$ cat src/sv/gda_pkg.sv
// Shared constants and calendar helpers for the Gregorian date adder.
// Used by gregorian_date_add_days; depends on nothing else.
`timescale 1ns / 1ps

package gda_pkg;

    // Field widths fixed by the interface.
    localparam int DAY_W   = 5;
    localparam int MONTH_W = 4;
    localparam int YEAR_W  = 14;
    localparam int COUNT_W = 20;

    // Working widths: a day total stays below 512, a year remainder below 400.
    localparam int DSUM_W  = 9;

    // Calendar constants.
    localparam logic [YEAR_W-1:0]  YEAR_MAX      = 14'd9999;
    localparam logic [YEAR_W-1:0]  GREG_CYCLE    = 14'd400;
    localparam logic [YEAR_W-1:0]  REM_LAST      = 14'd399;
    localparam logic [YEAR_W-1:0]  CENTURY_1     = 14'd100;
    localparam logic [YEAR_W-1:0]  CENTURY_2     = 14'd200;
    localparam logic [YEAR_W-1:0]  CENTURY_3     = 14'd300;
    localparam logic [COUNT_W-1:0] LEAP_YEAR_LEN = 20'd366;
    localparam logic [COUNT_W-1:0] YEAR_LEN      = 20'd365;
    localparam logic [MONTH_W-1:0] MONTH_JAN     = 4'd1;
    localparam logic [MONTH_W-1:0] MONTH_FEB     = 4'd2;
    localparam logic [MONTH_W-1:0] MONTH_DEC     = 4'd12;

    // Leap-year test from the low year bits and the year modulo 400.
    function automatic logic is_leap(input logic [1:0] year_low,
                                     input logic [YEAR_W-1:0] year_rem);
        logic century;
        century = (year_rem == CENTURY_1) || (year_rem == CENTURY_2)
               || (year_rem == CENTURY_3);
        return (year_low == 2'b00) && !century;
    endfunction

    // Days in a month; zero for a month code outside January to December.
    function automatic logic [DAY_W-1:0] month_len(input logic [MONTH_W-1:0] month,
                                                   input logic leap);
        logic [DAY_W-1:0] len;
        case (month)
            4'd1, 4'd3, 4'd5, 4'd7, 4'd8, 4'd10, 4'd12: len = 5'd31;
            4'd4, 4'd6, 4'd9, 4'd11:                    len = 5'd30;
            4'd2:                                       len = leap ? 5'd29 : 5'd28;
            default:                                    len = 5'd0;
        endcase
        return len;
    endfunction

endpackage

$ cat src/sv/gregorian_date_add_days.sv
// Gregorian date adder: top level with its sequencer and shared add/subtract unit.
// Depends on gda_pkg for calendar constants and the month-length function.
`timescale 1ns / 1ps

// The block takes one word holding a date and a day count and returns
// one word with the date that many days on, using the full Gregorian leap-year rule. An
// invalid starting date raises input_invalid and is returned unchanged. Work is done by a
// single 20-bit add/subtract unit stepped by a small sequencer, so in_ready is low while a
// word is in progress. The time from one accepted word to the next grows with the start year,
// the number of whole years stepped over and the month steps at the end (at most 11), is
// governed by the whole-year subtraction loop, and includes any wait for the output register
// to be taken.
// A finished result sits in an output register, so the next word can be accepted while
// the previous result still waits to be taken.
module gregorian_date_add_days (
    input  logic                        clk,
    input  logic                        rst_n,
    input  logic                        in_valid,
    output logic                        in_ready,
    input  logic [gda_pkg::DAY_W-1:0]   start_day,
    input  logic [gda_pkg::MONTH_W-1:0] start_month,
    input  logic [gda_pkg::YEAR_W-1:0]  start_year,
    input  logic [gda_pkg::COUNT_W-1:0] add_days,
    output logic                        out_valid,
    input  logic                        out_ready,
    output logic [gda_pkg::DAY_W-1:0]   result_day,
    output logic [gda_pkg::MONTH_W-1:0] result_month,
    output logic [gda_pkg::YEAR_W-1:0]  result_year,
    output logic                        input_invalid
);

    typedef enum logic [3:0] {
        ST_IDLE,
        ST_MOD,
        ST_CHECK,
        ST_SUMLEFT,
        ST_DECIDE,
        ST_YEARS,
        ST_ADD,
        ST_ROLL,
        ST_FINISH
    } state_t;

    state_t                        state_reg;
    logic [gda_pkg::DSUM_W-1:0]    day_reg;
    logic [gda_pkg::MONTH_W-1:0]   month_reg;
    logic [gda_pkg::YEAR_W-1:0]    year_reg;
    logic [gda_pkg::YEAR_W-1:0]    rem_reg;
    logic [gda_pkg::COUNT_W-1:0]   count_reg;
    logic [gda_pkg::DSUM_W-1:0]    left_reg;
    logic [gda_pkg::MONTH_W-1:0]   idx_reg;
    logic                          bad_reg;
    logic                          out_valid_reg;
    logic [gda_pkg::DAY_W-1:0]     res_day_reg;
    logic [gda_pkg::MONTH_W-1:0]   res_month_reg;
    logic [gda_pkg::YEAR_W-1:0]    res_year_reg;
    logic                          res_bad_reg;

    logic                          leap;
    logic [gda_pkg::DAY_W-1:0]     cur_len;
    logic [gda_pkg::DAY_W-1:0]     idx_len;
    logic                          year_bad;
    logic                          date_bad;
    logic [gda_pkg::YEAR_W-1:0]    rem_inc;
    logic [gda_pkg::COUNT_W-1:0]   alu_a;
    logic [gda_pkg::COUNT_W-1:0]   alu_b;
    logic                          alu_sub;
    logic [gda_pkg::COUNT_W:0]     alu_res;
    logic                          alu_carry;
    logic                          alu_zero;

    // Calendar facts about the date held in the working registers.
    assign leap     = gda_pkg::is_leap(year_reg[1:0], rem_reg);
    assign cur_len  = gda_pkg::month_len(month_reg, leap);
    assign idx_len  = gda_pkg::month_len(idx_reg, leap);
    assign year_bad = (year_reg == '0) || (year_reg > gda_pkg::YEAR_MAX);
    assign date_bad = (cur_len == '0) || (day_reg == '0)
                   || (day_reg > gda_pkg::DSUM_W'(cur_len)) || year_bad;
    assign rem_inc  = (rem_reg == gda_pkg::REM_LAST) ? '0 : rem_reg + 1'b1;

    // Operand selection for the shared add/subtract unit.
    always_comb
    begin
        alu_a   = '0;
        alu_b   = '0;
        alu_sub = 1'b1;
        case (state_reg)
            ST_MOD:
            begin
                alu_a = gda_pkg::COUNT_W'(rem_reg);
                alu_b = gda_pkg::COUNT_W'(gda_pkg::GREG_CYCLE);
            end
            ST_CHECK:
            begin
                alu_a = gda_pkg::COUNT_W'(cur_len);
                alu_b = gda_pkg::COUNT_W'(day_reg);
            end
            ST_SUMLEFT:
            begin
                alu_a   = gda_pkg::COUNT_W'(left_reg);
                alu_b   = gda_pkg::COUNT_W'(idx_len);
                alu_sub = 1'b0;
            end
            ST_DECIDE:
            begin
                alu_a = count_reg;
                alu_b = gda_pkg::COUNT_W'(left_reg) + 1'b1;
            end
            ST_YEARS:
            begin
                alu_a = count_reg;
                alu_b = leap ? gda_pkg::LEAP_YEAR_LEN : gda_pkg::YEAR_LEN;
            end
            ST_ADD:
            begin
                alu_a   = gda_pkg::COUNT_W'(day_reg);
                alu_b   = count_reg;
                alu_sub = 1'b0;
            end
            ST_ROLL:
            begin
                alu_a = gda_pkg::COUNT_W'(day_reg);
                alu_b = gda_pkg::COUNT_W'(cur_len);
            end
            default:
            begin
                alu_a   = '0;
                alu_b   = '0;
                alu_sub = 1'b1;
            end
        endcase
    end

    // The unit itself: a plus b, or a minus b with carry set when a is at least b.
    assign alu_res   = {1'b0, alu_a} + {1'b0, alu_sub ? ~alu_b : alu_b}
                     + (gda_pkg::COUNT_W+1)'(alu_sub);
    assign alu_carry = alu_res[gda_pkg::COUNT_W];
    assign alu_zero  = (alu_res[gda_pkg::COUNT_W-1:0] == '0);

    // Sequencer, working registers and the output register.
    always_ff @(posedge clk or negedge rst_n)
    begin
        if (!rst_n)
        begin
            state_reg     <= ST_IDLE;
            day_reg       <= '0;
            month_reg     <= '0;
            year_reg      <= '0;
            rem_reg       <= '0;
            count_reg     <= '0;
            left_reg      <= '0;
            idx_reg       <= '0;
            bad_reg       <= 1'b0;
            out_valid_reg <= 1'b0;
            res_day_reg   <= '0;
            res_month_reg <= '0;
            res_year_reg  <= '0;
            res_bad_reg   <= 1'b0;
        end
        else
        begin
            // A taken result frees the output register unless a new one replaces it.
            if (out_valid_reg && out_ready && (state_reg != ST_FINISH))
            begin
                out_valid_reg <= 1'b0;
            end
            case (state_reg)
                ST_IDLE:
                begin
                    if (in_valid)
                    begin
                        day_reg   <= gda_pkg::DSUM_W'(start_day);
                        month_reg <= start_month;
                        year_reg  <= start_year;
                        rem_reg   <= start_year;
                        count_reg <= add_days;
                        state_reg <= ST_MOD;
                    end
                end
                // Reduce the year modulo 400 by repeated subtraction.
                ST_MOD:
                begin
                    if (!year_bad && alu_carry)
                    begin
                        rem_reg <= alu_res[gda_pkg::YEAR_W-1:0];
                    end
                    else
                    begin
                        state_reg <= ST_CHECK;
                    end
                end
                // Validate the date and start the days-left total.
                ST_CHECK:
                begin
                    bad_reg <= date_bad;
                    if (date_bad)
                    begin
                        state_reg <= ST_FINISH;
                    end
                    else
                    begin
                        left_reg  <= alu_res[gda_pkg::DSUM_W-1:0];
                        idx_reg   <= month_reg + 1'b1;
                        state_reg <= ST_SUMLEFT;
                    end
                end
                // Add the lengths of the remaining months of the year.
                ST_SUMLEFT:
                begin
                    if (idx_reg > gda_pkg::MONTH_DEC)
                    begin
                        state_reg <= ST_DECIDE;
                    end
                    else
                    begin
                        left_reg <= alu_res[gda_pkg::DSUM_W-1:0];
                        idx_reg  <= idx_reg + 1'b1;
                    end
                end
                // Either stay in this year or move to 1 January of the next.
                ST_DECIDE:
                begin
                    if (alu_carry)
                    begin
                        count_reg <= alu_res[gda_pkg::COUNT_W-1:0];
                        day_reg   <= gda_pkg::DSUM_W'(1);
                        month_reg <= gda_pkg::MONTH_JAN;
                        year_reg  <= year_reg + 1'b1;
                        rem_reg   <= rem_inc;
                        state_reg <= ST_YEARS;
                    end
                    else
                    begin
                        state_reg <= ST_ADD;
                    end
                end
                // Step over whole years.
                ST_YEARS:
                begin
                    if (alu_carry)
                    begin
                        count_reg <= alu_res[gda_pkg::COUNT_W-1:0];
                        year_reg  <= year_reg + 1'b1;
                        rem_reg   <= rem_inc;
                    end
                    else
                    begin
                        state_reg <= ST_ADD;
                    end
                end
                // Fold the remaining count into the day of month.
                ST_ADD:
                begin
                    day_reg   <= alu_res[gda_pkg::DSUM_W-1:0];
                    state_reg <= ST_ROLL;
                end
                // Carry day overflow into following months.
                ST_ROLL:
                begin
                    if (alu_carry && !alu_zero)
                    begin
                        day_reg <= alu_res[gda_pkg::DSUM_W-1:0];
                        if (month_reg == gda_pkg::MONTH_DEC)
                        begin
                            month_reg <= gda_pkg::MONTH_JAN;
                            year_reg  <= year_reg + 1'b1;
                            rem_reg   <= rem_inc;
                        end
                        else
                        begin
                            month_reg <= month_reg + 1'b1;
                        end
                    end
                    else
                    begin
                        state_reg <= ST_FINISH;
                    end
                end
                // Hand the word over once the output register is free.
                ST_FINISH:
                begin
                    if (!out_valid_reg || out_ready)
                    begin
                        res_day_reg   <= day_reg[gda_pkg::DAY_W-1:0];
                        res_month_reg <= month_reg;
                        res_year_reg  <= year_reg;
                        res_bad_reg   <= bad_reg;
                        out_valid_reg <= 1'b1;
                        state_reg     <= ST_IDLE;
                    end
                end
                default:
                begin
                    state_reg <= ST_IDLE;
                end
            endcase
        end
    end

    assign in_ready      = (state_reg == ST_IDLE);
    assign out_valid     = out_valid_reg;
    assign result_day    = res_day_reg;
    assign result_month  = res_month_reg;
    assign result_year   = res_year_reg;
    assign input_invalid = res_bad_reg;

    // A valid result always names a real month and a non-zero day.
    a_result_sane : assert property (@(posedge clk) disable iff (!rst_n)
        (out_valid && !input_invalid) |->
            (result_month >= gda_pkg::MONTH_JAN) && (result_month <= gda_pkg::MONTH_DEC)
            && (result_day != '0))
        else $error("result date out of range");

    // The year remainder is below 400 while whole years are stepped and months are rolled.
    a_rem_reduced : assert property (@(posedge clk) disable iff (!rst_n)
        ((state_reg == ST_YEARS) || (state_reg == ST_ROLL)) |->
            (rem_reg < gda_pkg::GREG_CYCLE))
        else $error("year remainder not reduced");

    // Rolling through months never reaches day zero.
    a_roll_day : assert property (@(posedge clk) disable iff (!rst_n)
        (state_reg == ST_ROLL) |-> (day_reg != '0))
        else $error("day reached zero while rolling months");

endmodule
$ cat config.mk
export PLATFORM = sky130hd
export DESIGN_NAME = gregorian_date_add_days
export DESIGN_NICKNAME = d
export VERILOG_FILES = /design/src/sv/gda_pkg.sv /design/src/sv/gregorian_date_add_days.sv
export SDC_FILE = /design/constraint.sdc
export NUM_CORES = 1
export LEC_CHECK = 0
export ABC_AREA = 1
export BUFFER_PORTS_ARGS = -buffer_cell sky130_fd_sc_hd__buf_2
export CAP_MARGIN = 20
export CELL_PAD_IN_SITES_DETAIL_PLACEMENT = 0
export CELL_PAD_IN_SITES_GLOBAL_PLACEMENT = 2
export CORE_ASPECT_RATIO = 0.8
export CORE_MARGIN = 2
export CORE_UTILIZATION = 34
export DETAILED_ROUTE_END_ITERATION = 10
export GPL_TIMING_DRIVEN = 0
export HOLD_SLACK_MARGIN = 0.05
export PLACE_DENSITY = 0.77
export REMOVE_ABC_BUFFERS = 1
export SYNTH_ARGS = -nofsm -noshare
export SYNTH_HDL_FRONTEND = slang
export SYNTH_SLANG_ARGS = --single-unit
$ cat constraint.sdc
create_clock -name clk -period 4.95 [get_ports clk]
set_clock_uncertainty 0.05 [all_clocks]
set_input_delay 0.495 -clock clk [delete_from_list [all_inputs] [get_ports clk]]
set_output_delay 0.495 -clock clk [all_outputs]
set_load 0.01 [all_outputs]
# Word level (Yosys, flattened, before mapping)
# Cells that the tools add are included.
# word_totals
ff_bits,104
elab_cells,167
out_inout_bits,26
# op_classes
addsub,7
eq_ne,50
n_reduce_logical,43
mux,49
n_bitwise,1
n_lt_le_gt_ge,3
# ops
operator,n
20-bit one-hot mux with 7 select lines,1
14-bit 2-to-1 mux,9
20-bit one-hot mux with 5 select lines,1
20-bit 2-to-1 mux,3
14-bit one-hot mux with 4 select lines,1
4-bit 2-to-1 mux,13
"4-bit by 3-bit equality test with 1-bit output, second input constant",12
9-bit 2-to-1 mux,5
"4-bit equality test, second input constant",11
14-bit one-hot mux with 3 select lines,1
20-bit one-hot mux with 2 select lines,1
4-bit one-hot mux with 9 select lines,1
9-bit one-hot mux with 4 select lines,1
5-bit one-hot mux with 3 select lines,2
"14-bit by 1-bit adder with 14-bit output, second input constant",2
"14-bit by 9-bit equality test with 1-bit output, second input constant",2
"4-bit by 2-bit equality test with 1-bit output, second input constant",6
"2-bit inequality test, second input constant",12
20-bit by 20-bit adder with 21-bit output,1
21-bit by 1-bit adder with 21-bit output,1
20-bit logical NOT,1
20-bit NOT,1
9-bit one-hot mux with 2 select lines,1
"14-bit by 7-bit equality test with 1-bit output, second input constant",1
other kinds (32),63

# Longest topological paths before layout
# Gate-level depths: netlist of the first run.
# depth
ltp_word,17
ltp_mapped,34
depth_no_buf,33

# Least setup slack after synthesis of the first run
# OpenSTA, ideal clock, no wires.
# synth_timing
path_type,register -> register
startpoint,reg month_reg[0] (netlist name)
endpoint,reg day_reg[0] (netlist name)
path_stages_with_launch,30
period_less_slack_ps,4557
path_slack_ps,393
n_path_buf,1
arrival_time_ps,4390
path_cell_list,dfrtp_1 -> inv_1 -> ha_1 -> nor2_1 -> nor2_1 -> nor3_1 -> nand2_1 -> nor2_1 -> inv_1 -> a211oi_1 -> nand2_1 -> xor2_1 -> ha_1 -> a21oi_1 -> nand2_1 -> a21boi_1 -> o21ai_1 -> xnor2_1 -> nand3_1 -> nor2_1 -> nand3_1 -> nor2_1 -> nand3_1 -> nor2_1 -> nand3_1 -> nand2_1 -> nand2_4 -> buf_2 -> nand3_1 -> nand2_1
# synth_between
elab_chain_len,13
word_cells_on_any_way,29
classes_between,add/sub: 2; eq/ne: 14; mux: 6; bitwise: 1; reduce/logical: 6
# synth_lines
item,line_no,source
start: declaration,gregorian_date_add_days.sv:46,logic [gda_pkg::MONTH_W-1:0] month_reg;
start signal: assignment,gregorian_date_add_days.sv:173,month_reg <= start_month;
start signal: assignment,gregorian_date_add_days.sv:227,month_reg <= gda_pkg::MONTH_JAN;
start signal: assignment,gregorian_date_add_days.sv:265,month_reg <= gda_pkg::MONTH_JAN;
"4-bit equality test, or another cell as far along",gda_pkg.sv:42,case (month)
7-bit OR reduction or 4-bit OR reduction (tied branches),gda_pkg.sv:42,
5-bit one-hot mux with 3 select lines *,gda_pkg.sv:42,
20-bit one-hot mux with 7 select lines,gregorian_date_add_days.sv:87,case (state_reg)
20-bit NOT,gregorian_date_add_days.sv:135,"assign alu_res = {1'b0, alu_a} + {1'b0, alu_sub ? ~alu_b : alu_b}"
20-bit 2-to-1 mux,gregorian_date_add_days.sv:135,
20-bit by 20-bit adder with 21-bit output *,gregorian_date_add_days.sv:135,
21-bit by 1-bit adder with 21-bit output *,gregorian_date_add_days.sv:136,+ (gda_pkg::COUNT_W+1)'(alu_sub);
20-bit logical NOT,gregorian_date_add_days.sv:138,assign alu_zero = (alu_res[gda_pkg::COUNT_W-1:0] == '0);
1-bit logical NOT,gregorian_date_add_days.sv:260,if (alu_carry && !alu_zero)
1-bit logical AND,gregorian_date_add_days.sv:260,
2-bit inequality test (no line),n/a,
4-bit AND reduction (no line),n/a,
end signal: assignment,gregorian_date_add_days.sv:226,day_reg <= gda_pkg::DSUM_W'(1);
end signal: assignment,gregorian_date_add_days.sv:254,day_reg <= alu_res[gda_pkg::DSUM_W-1:0];
end signal: assignment,gregorian_date_add_days.sv:262,day_reg <= alu_res[gda_pkg::DSUM_W-1:0];
end: declaration,gregorian_date_add_days.sv:45,logic [gda_pkg::DSUM_W-1:0] day_reg;
# Every way passes the cells marked *; elsewhere a longest branch is shown, timed or not. The select of a mux whose other input is x is not followed.
# A chain may end at the register's enable or synchronous reset.

# Worst setup path in the final report of the first run
# layout_timing
startpoint,reg month_reg[1] (netlist name)
endpoint,reg rem_reg[13] (netlist name)
# layout_between
elab_chain_len,13
word_cells_on_any_way,32
classes_between,add/sub: 2; eq/ne: 16; mux: 6; bitwise: 1; reduce/logical: 7
# layout_lines
item,line_no,source
"4-bit equality test, or another cell as far along","gda_pkg.sv:42, gregorian_date_add_days.sv:263",
7-bit OR reduction or 4-bit OR reduction (tied branches),gda_pkg.sv:42,
5-bit one-hot mux with 3 select lines,gda_pkg.sv:42,
20-bit one-hot mux with 7 select lines,gregorian_date_add_days.sv:87,
20-bit NOT,gregorian_date_add_days.sv:135,
20-bit 2-to-1 mux,gregorian_date_add_days.sv:135,
20-bit by 20-bit adder with 21-bit output,gregorian_date_add_days.sv:135,
21-bit by 1-bit adder with 21-bit output,gregorian_date_add_days.sv:136,
20-bit logical NOT,gregorian_date_add_days.sv:138,
1-bit logical NOT,gregorian_date_add_days.sv:260,
1-bit logical AND,gregorian_date_add_days.sv:260,
2-bit inequality test (no line),n/a,
6-bit AND reduction (no line),n/a,
end signal: assignment,gregorian_date_add_days.sv:229,rem_reg <= rem_inc;
end signal: assignment,gregorian_date_add_days.sv:244,rem_reg <= rem_inc;
end signal: assignment,gregorian_date_add_days.sv:267,rem_reg <= rem_inc;
end: declaration,gregorian_date_add_days.sv:48,logic [gda_pkg::YEAR_W-1:0] rem_reg;
# Parallel ways exist; a longest one is shown, timed or not. The select of a mux whose other input is x is not followed.

==> flow_summary.yaml, run 1 <==
status:
  status: "finished, final reports clean"
placement:
  port_buffers: 72
  hpwl_um: 21320
  place_congestion: 0.8655
floorplanning:
  die_area_mm2: 0.02497
  start_util_pct: 34.55
  std_cell_rows: 50
  dieWidth_um: 176.2
  core_area_mm2: 0.02333
  die_h_um: 141.7
  pin_count: 73
synthesis:
  syn_avg_cell_area_um2: 6.763
  yosysWarningCount: 0
  synth_ff_type: "dfrtp_1"
  synth-edff-count: 0
  async_flop_share_pct: 100.0
  synthTopCellsByArea: "dfrtp_1 (32%), nand2_1 (15%), o21ai_0 (7.9%)"
  syn_area_mm2: 0.008061
  netlist_instances: 1192
  yosysUniqueCellTypes: 51
  post-synth-top-area-cell: "dfrtp_1"
  yosysSeqAreaShare_pct: 32.28
  synth.top_cell.area_share_pct: 32.28
  ys_ff_latch: 104
detailed_routing:
  routed_wl_um: 31510
  via_per_inst: 5.307
  ant_nets: 0
  dr.first_iter.drc_count: 659
  drt-pass1-iter-count: 5
  drc: 0
  vias: 8603
  wl_per_cell_um: 19.44
cts:
  clockBufferDepth: 2
  clock_latency_ns: 0.38
  htree_levels: 3
  cts_tree: "done"
  clkSinkCount: 104
  path_clk_slew_ns: 0.09
  cts_buffers: 9
  root_buffer: "clkbuf_16"
cells_and_area:
  nets: 1389
  n_antenna_cell: 0
  drive_gt1_share_pct: 22.00
  area_delta_synth_final_pct: 26.51
  fillCellCount: 2534
  multi_input_area_mm2: 0.005366
  largest_reg_flops: 20
  regArea_mm2: 0.002604
timing:
  min_period_ns: 4.784
  min_period_over_period_pct: 96.64
  max_slew_margin_pct: 48.96
  drv_slew: 0
  whs_ns: 0.3334
  worst_pin_slew_ns: 0.7605
  hold_viol: 0
  fmax_ghz: 0.2090
  finalSetupViolCount: 0
  rsz0062_at_grt: "yes"
grt:
  grt_use_total_pct: 25.49
  grt-ovfl-total: 0
  grt_pass1_wl_um: 48390
  grt_pass1_vias: 8010
  antenna_found_initial: 0
  grt_max_degree: 75
hold_path:
  hp-class: "in -> reg"
worst_setup_path:
  crit_fanout: 8
  worstSetupStartpointType: "register"
  r2r_slack_ns: 0.17
  crit_required_ns: 5.22
  endpoint_kind: "register"
  critPathKind: "reg -> reg"
  crit_arrival_ns: 5.05
  slowest_stage: "dfrtp_2"
  slowest_delay_ns: 0.45
flow_run:
  cap_violations: 0
==> what timing repair did <==
item / in CTS / in global routing
gates resized for setup: 82 / 63
setup buffers: 41 / 11
cloned: 8 / 0
endpoints found under the hold margin: 30 / 0
setup endpoints to repair: 66 / 65
pin swaps: 32 / 34
hold buffers: 1 / 0
==> synthesized netlist by cell type (2+ instances only) <==
cell type / n
xor2_1: 22
o31ai_1: 4
nor3_1: 22
a211oi_1: 3
clkbuf_1: 25
o221ai_1: 10
xnor2_1: 6
inv_1: 150
nor2_2: 5
o21ai_1: 2
ha_1: 37
o311ai_0: 2
a221oi_1: 5
buf_1: 2
nand3_1: 87
nor4_1: 8
nand2_2: 7
o32ai_1: 2
mux2_2: 3
nor2_1: 91
a31oi_1: 5
dfrtp_1: 104
a32o_1: 2
buf_2: 6
inv_2: 10
o2111ai_1: 4
nand4_1: 8
buf_6: 2
nand2_4: 4
or2_2: 2
a21oi_1: 49
nand3b_1: 5
a21o_1: 4
o211ai_1: 13
nor2_4: 2
o21ai_0: 128
o22ai_1: 22
nand2_1: 316
==> kinds of logic (layout without fill, tap and decap cells) <==
| group | after synthesis | after routing | synth area share, % |
|---|---|---|---|
| xor gates and xnor gates | 28 | 28 | 3.042 |
| muxes | 3 | 3 | 0.4190 |
| AOI/OAI and AO/OA | 264 | 264 | 19.28 |
| buffers and inverters | 195 | 305 | 9.359 |
| adders and majority gates | 38 | 38 | 5.991 |
| DFF | 104 | 104 | 32.28 |
| and+or+nand+nor | 560 | 567 | 29.63 |
==> cell usage in the layout, fill, tap and decap left out, drive strengths merged, types with 2 or more instances in the layout <==
master	count
a211oi	4
a21o	4
a21oi	50
a221oi	5
a31oi	5
a32o	2
buf	127
clkbuf	9
clkinv	3
clkinvlp	4
dfrtp	104
ha	37
inv	160
mux2	3
nand2	333
nand3	88
nand3b	5
nand4	8
nor2	99
nor3	22
nor4	8
o2111ai	4
o211ai	13
o21ai	130
o21bai	2
o221ai	10
o22ai	22
o311ai	2
o31ai	4
o32ai	2
or2	2
xnor2	6
xor2	22
==> metal layers <==
layer	up-vias	track usage, %	wire length [um]
li1	4211	-	-
met1	4083	39.69	16000
met2	277	36.99	13070
met3	32	3.162	1984
met4	0	5.959	460
met5	-	0	0
==> final timing paths <==
check                                     end         start  depth (start not counted)
worst max-delay path              rem_reg[13]  month_reg[1]                         28
worst min-delay path             count_reg[9]   add_days[9]                          3
worst max register to register    rem_reg[13]  month_reg[1]                         28
worst min register to register    year_reg[3]   year_reg[3]                          2
max in group asynchronous          day_reg[5]         rst_n                          3
min in group asynchronous       count_reg[15]         rst_n                          2
==> layout make-up <==
| type | count | share of cell area (%) |
|---|---|---|
| repair buffers | 128 | 8.809 |
| multi-input cells | 900 | 52.62 |
| flip-flops and latches | 104 | 25.53 |
| repair inverters | 1 | 0.04907 |
| clock inverters | 7 | 0.9324 |
| well taps | 312 | 3.828 |
| clock buffers | 9 | 2.208 |
| inverters | 160 | 6.024 |
==> through the flow <==
stage | cell area [um^2] | std cells | utilization, % | setup TNS, ns | worst slack [ns]
after global routing | 10200 | 1621 | 43.71 | -2.415 | -0.08820
after detailed placement | 8741 | 1544 | 37.46 | -100.51 | -1.894
final | 10200 | 1621 | 43.71 | 0 | 0.1663
after floorplan | 7908 | 1157 | - | -0.9931 | -0.2488
after global placement | 8658 | 1541 | 37.10 | -174.60 | -3.153
after CTS | 9866 | 1610 | 42.28 | -1.714 | -0.06553
==> critical path, delay by kind of cell, from the launching register on <==
kind	cells	cell delay, ns
compound gates	5	1.12
xor+xnor	1	0.17
fa+ha+maj	2	0.48
buf+inv	3	0.34
flops	1	0.45
simple gates	17	2.09
Power of run 1 is not shown: default switching activity piles up to over one toggle a cycle in this logic, so the estimate is an artifact.
==> inputs of run 2 (changes only) <==
--- a/config.mk
+++ b/config.mk
@@ -10,7 +10,7 @@
 export CAP_MARGIN = 20
 export CELL_PAD_IN_SITES_DETAIL_PLACEMENT = 0
 export CELL_PAD_IN_SITES_GLOBAL_PLACEMENT = 2
-export CORE_ASPECT_RATIO = 0.8
+export CORE_ASPECT_RATIO = 0.5
 export CORE_MARGIN = 2
 export CORE_UTILIZATION = 34
 export DETAILED_ROUTE_END_ITERATION = 10
==> flow_summary.yaml, run 2 (same netlist as run 1, synthesis figures left out) <==
timing:
  whs_ns: 0.3111
  worst_pin_slew_ns: 0.7604
  drv_slew: 0
  finalSetupViolCount: 0
  max_slew_margin_pct: 49.03
  rsz0062_at_grt: "yes"
  min_period_ns: 4.890
  min_period_over_period_pct: 98.80
  fmax_ghz: 0.2045
  hold_viol: 0
cts:
  htree_levels: 3
  root_buffer: "clkbuf_16"
  path_clk_slew_ns: 0.08
  cts_tree: "done"
  cts_buffers: 9
  clkSinkCount: 104
  clockBufferDepth: 2
  clock_latency_ns: 0.39
detailed_routing:
  drt-pass1-iter-count: 8
  ant_nets: 0
  wl_per_cell_um: 19.62
  vias: 8603
  drc: 4
  via_per_inst: 5.343
  routed_wl_um: 31590
  dr.first_iter.drc_count: 847
cells_and_area:
  area_delta_synth_final_pct: 25.84
  n_antenna_cell: 0
  fillCellCount: 2443
  most-common-layout-cells: "nand2_1 (268), inv_1 (141), o21ai_0 (124)"
  largest_reg_flops: 20
  final_common_cell: "nand2_1"
  nets: 1383
  drive_gt1_share_pct: 21.87
floorplanning:
  core_area_mm2: 0.02303
  die_area_mm2: 0.02503
  std_cell_rows: 39
  die_h_um: 112.9
  start_util_pct: 35.00
  pin_count: 73
  dieWidth_um: 221.8
worst_setup_path:
  crit_required_ns: 5.22
  endpoint_kind: "register"
  crit_fanout: 8
  critPathKind: "reg -> reg"
  path_common_cell: "nor2_4"
  slowest_stage: "dfrtp_2"
  slowest_delay_ns: 0.46
  worstSetupStartpointType: "register"
  crit_arrival_ns: 5.16
placement:
  place_congestion: 0.9219
  hpwl_um: 22020
  port_buffers: 72
status:
  status: "complete, but fails checks"
  violations: "design-rule violations"
grt:
  grt_use_total_pct: 25.18
  grt_pass1_vias: 7987
  grt-ovfl-total: 0
  antenna_found_initial: 0
  grt_max_degree: 85
  grt_pass1_wl_um: 47810
hold_path:
  hp-class: "in -> reg"
flow_run:
  cap_violations: 0
==> run 2: worst paths after layout <==
kind | from | to | slack, ns | cells after the start
max | month_reg[1] | day_reg[6] | 0.06 | 29
min | add_days[9] | count_reg[9] | 0.31 | 3
max reg2reg | month_reg[1] | day_reg[6] | 0.06 | 29
min reg2reg | result_year[9] | result_year[9] | 0.43 | 2
max in group asynchronous | rst_n | month_reg[1] | 3.67 | 3
min in group asynchronous | rst_n | count_reg[19] | 0.47 | 2
==> run 2: final cells by class <==
class                      count  area, um^2  area share [%]
clock buffer                   9       225.2           2.220
clock inverter                 7       80.08          0.7893
timing repair inverter         1       5.005         0.04933
tap                          307       384.1           3.786
timing repair buffer         122       847.1           8.350
multi-input combinational    900        5380           53.03
inverter                     160       619.3           6.105
sequential                   104        2604           25.67
==> run 2: routing by layer <==
metal,part of all wire (%),track usage (%)
met1,49,36.88
met2,43,37.61
met3,7.3,6.440
met4,1.0,4.550
met5,0,0
==> run 2: repair_timing <==
action                                  CTS  global route
cloned                                    6             3
hold buffers                              1             0
gates resized for setup                  85            68
pin swaps                                36            40
buffers inserted                         35             9
endpoints found under the setup margin   65            56
hold endpoints to repair                 20             0
==> run 2: through the flow <==
step / utilization [%] / cells / TNS, ns / setup slack (ns) / area (um^2)
global placement: 37.57 / 1536 / -165.09 / -2.976 / 8652
detailed placement: 37.95 / 1540 / -96.45 / -1.874 / 8741
floorplan: - / 1157 / -0.9931 / -0.2488 / 7908
global route: 44.05 / 1610 / -5.752 / -0.1517 / 10140
finish: 44.05 / 1610 / 0 / 0.05962 / 10140
CTS: 42.39 / 1598 / -0.05171 / -0.02343 / 9764
==> run 2: worst max-delay path: cells and delay by family, from the launching register on <==
family	cells	cell delay, ns
flops	1	0.46
xor+xnor	2	0.41
simple gates	19	2.42
fa+ha+maj	2	0.43
compound gates	3	0.70
buf+inv	3	0.32
Power of run 2 is left out for the same reason.
==> inputs of run 3 (changes only) <==
--- a/config.mk
+++ b/config.mk
@@ -17,6 +17,7 @@
 export GPL_TIMING_DRIVEN = 0
 export HOLD_SLACK_MARGIN = 0.05
 export PLACE_DENSITY = 0.77
+export RECOVER_POWER = 100
 export REMOVE_ABC_BUFFERS = 1
 export SYNTH_ARGS = -nofsm -noshare
 export SYNTH_HDL_FRONTEND = slang
==> flow_summary.yaml, run 3 (same netlist as run 1, synthesis figures left out) <==
timing:
  finalSetupViolCount: 0
  setup_slack_ns: 0.07155
  hold_viol: 0
  fmax_ghz: 0.2050
  min_period_ns: 4.878
  drv_slew: 85
  worst_pin_slew_ns: 2.265
  max_slew_margin_pct: -51.02
  rsz0062_at_grt: "yes"
  min_period_over_period_pct: 98.55
floorplanning:
  dieWidth_um: 221.8
  start_util_pct: 35.00
  core_area_mm2: 0.02303
  pin_count: 73
  die_area_mm2: 0.02503
  std_cell_rows: 39
  die_h_um: 112.9
cells_and_area:
  multi_input_area_mm2: 0.005380
  fin_cells: 1610
  largest_reg_flops: 20
  regArea_mm2: 0.002604
  final_common_cell: "nand2_1"
  n_antenna_cell: 0
  nets: 1383
  fillCellCount: 2467
  area_delta_synth_final_pct: 24.77
  final_core_util_pct: 43.67
  most-common-layout-cells: "nand2_1 (268), inv_1 (142), o21ai_0 (124)"
  drive_gt1_share_pct: 19.65
cts:
  htree_levels: 3
  clockBufferDepth: 2
  cts_buffers: 9
  clock_latency_ns: 0.40
  path_clk_slew_ns: 0.08
  root_buffer: "clkbuf_16"
  cts_tree: "done"
  clkSinkCount: 104
placement:
  pre_cts_slack_ns: -1.874
  place_congestion: 0.9219
  hpwl_um: 22020
  dpl.cell_count: 1540
  port_buffers: 72
worst_setup_path:
  worstSetupStartpointType: "register"
  critPathKind: "reg -> reg"
  crit_required_ns: 5.22
  path_common_cell: "nor2_4"
  reg2reg_depth: 29
  timing.rr.start: "month_reg[1]"
  crit_fanout: 8
  endpoint_kind: "register"
  slowest_delay_ns: 0.46
  slowest_stage: "dfrtp_2"
  r2r_slack_ns: 0.07
  crit_arrival_ns: 5.15
  r2r-end: "day_reg[7]"
hold_path:
  min_path_cells: 3
  min_to: "count_reg[9]"
  min-delay-start: "add_days[9]"
  hp-class: "in -> reg"
status:
  status: "complete, but fails checks"
  violations: "design-rule violations, max-capacitance violations, max-slew violations"
grt:
  grt_pass1_wl_um: 47810
  grt_use_total_pct: 25.18
  grt_max_degree: 85
  grt-ovfl-total: 0
  grt_pass1_vias: 7987
  antenna_found_initial: 0
detailed_routing:
  wl_per_cell_um: 19.68
  ant_nets: 0
  via_per_inst: 5.353
  vias: 8619
  drc: 4
  dr.first_iter.drc_count: 838
  routed_wl_um: 31680
  drt-pass1-iter-count: 8
flow_run:
  cap_violations: 1
[run 3: cell count changes in the layout (fill, tap and decap cells not counted), sizes merged]
cell,change
buf,-29
clkbuf,+29
[run 3: worst max-delay path, delay by kind of cell (launching register included)]
family | cells | cell delay, ns
buffers and inverters | 3 | 0.32
flip-flops | 1 | 0.46
AND/OR/NAND/NOR | 19 | 2.40
adder cells (fa/ha/maj) | 2 | 0.43
AO/OA/AOI/OAI | 3 | 0.70
XOR/XNOR | 2 | 0.39
[run 3: area by class of cell]
type                       count  area share [%]
clock buffer                   9           2.239
clock inverter                 7          0.7961
inverter                     160           6.157
multi-input combinational    900           53.49
sequential                   104           25.89
tap                          307           3.819
timing repair buffer         122           7.563
timing repair inverter         1         0.04976
[run 3: what timing repair did]
action,4_1_cts,5_1_grt
buffers inserted,35,9
pin swaps,36,40
cloned,6,3
hold endpoints to repair,20,0
setup endpoints to repair,65,56
hold buffers,1,0
gates resized for setup,85,68
[run 3: metal layers]
| metal | vias to the layer above | share of wire, % | global-route usage (%) |
|---|---|---|---|
| li1 | 4186 | - | - |
| met1 | 4151 | 49 | 36.88 |
| met2 | 254 | 43 | 37.61 |
| met3 | 28 | 7.4 | 6.440 |
| met4 | 0 | 1.2 | 4.550 |
| met5 | - | 0 | 0 |
[run 3: metrics by stage]
stage | cell area [um^2] | setup TNS (ns) | hold WS, ns
2_1_floorplan | 7908 | -0.9931 | 0.1494
3_3_place_gp | 8652 | -165.09 | 0.4068
3_5_place_dp | 8741 | -96.45 | 0.3126
4_1_cts | 9764 | -0.05171 | 0.3015
5_1_grt | 10060 | -6.546 | 0.3189
6_report | 10060 | 0 | 0.3096
[run 3: worst max-delay path by stage]
stage                            start       endpoint  slack (ns)  cells past startpoint
after CTS                 month_reg[1]     day_reg[5]       -0.02                     31
after global routing      state_reg[1]     day_reg[6]       -0.17                     22
final                     month_reg[1]     day_reg[7]        0.07                     29
after detailed placement  state_reg[0]     day_reg[5]       -1.87                     28
after global placement    state_reg[2]  count_reg[18]       -2.98                     21
after floorplan           month_reg[0]  count_reg[18]       -0.25                     26
Power of run 3 is left out for the same reason.
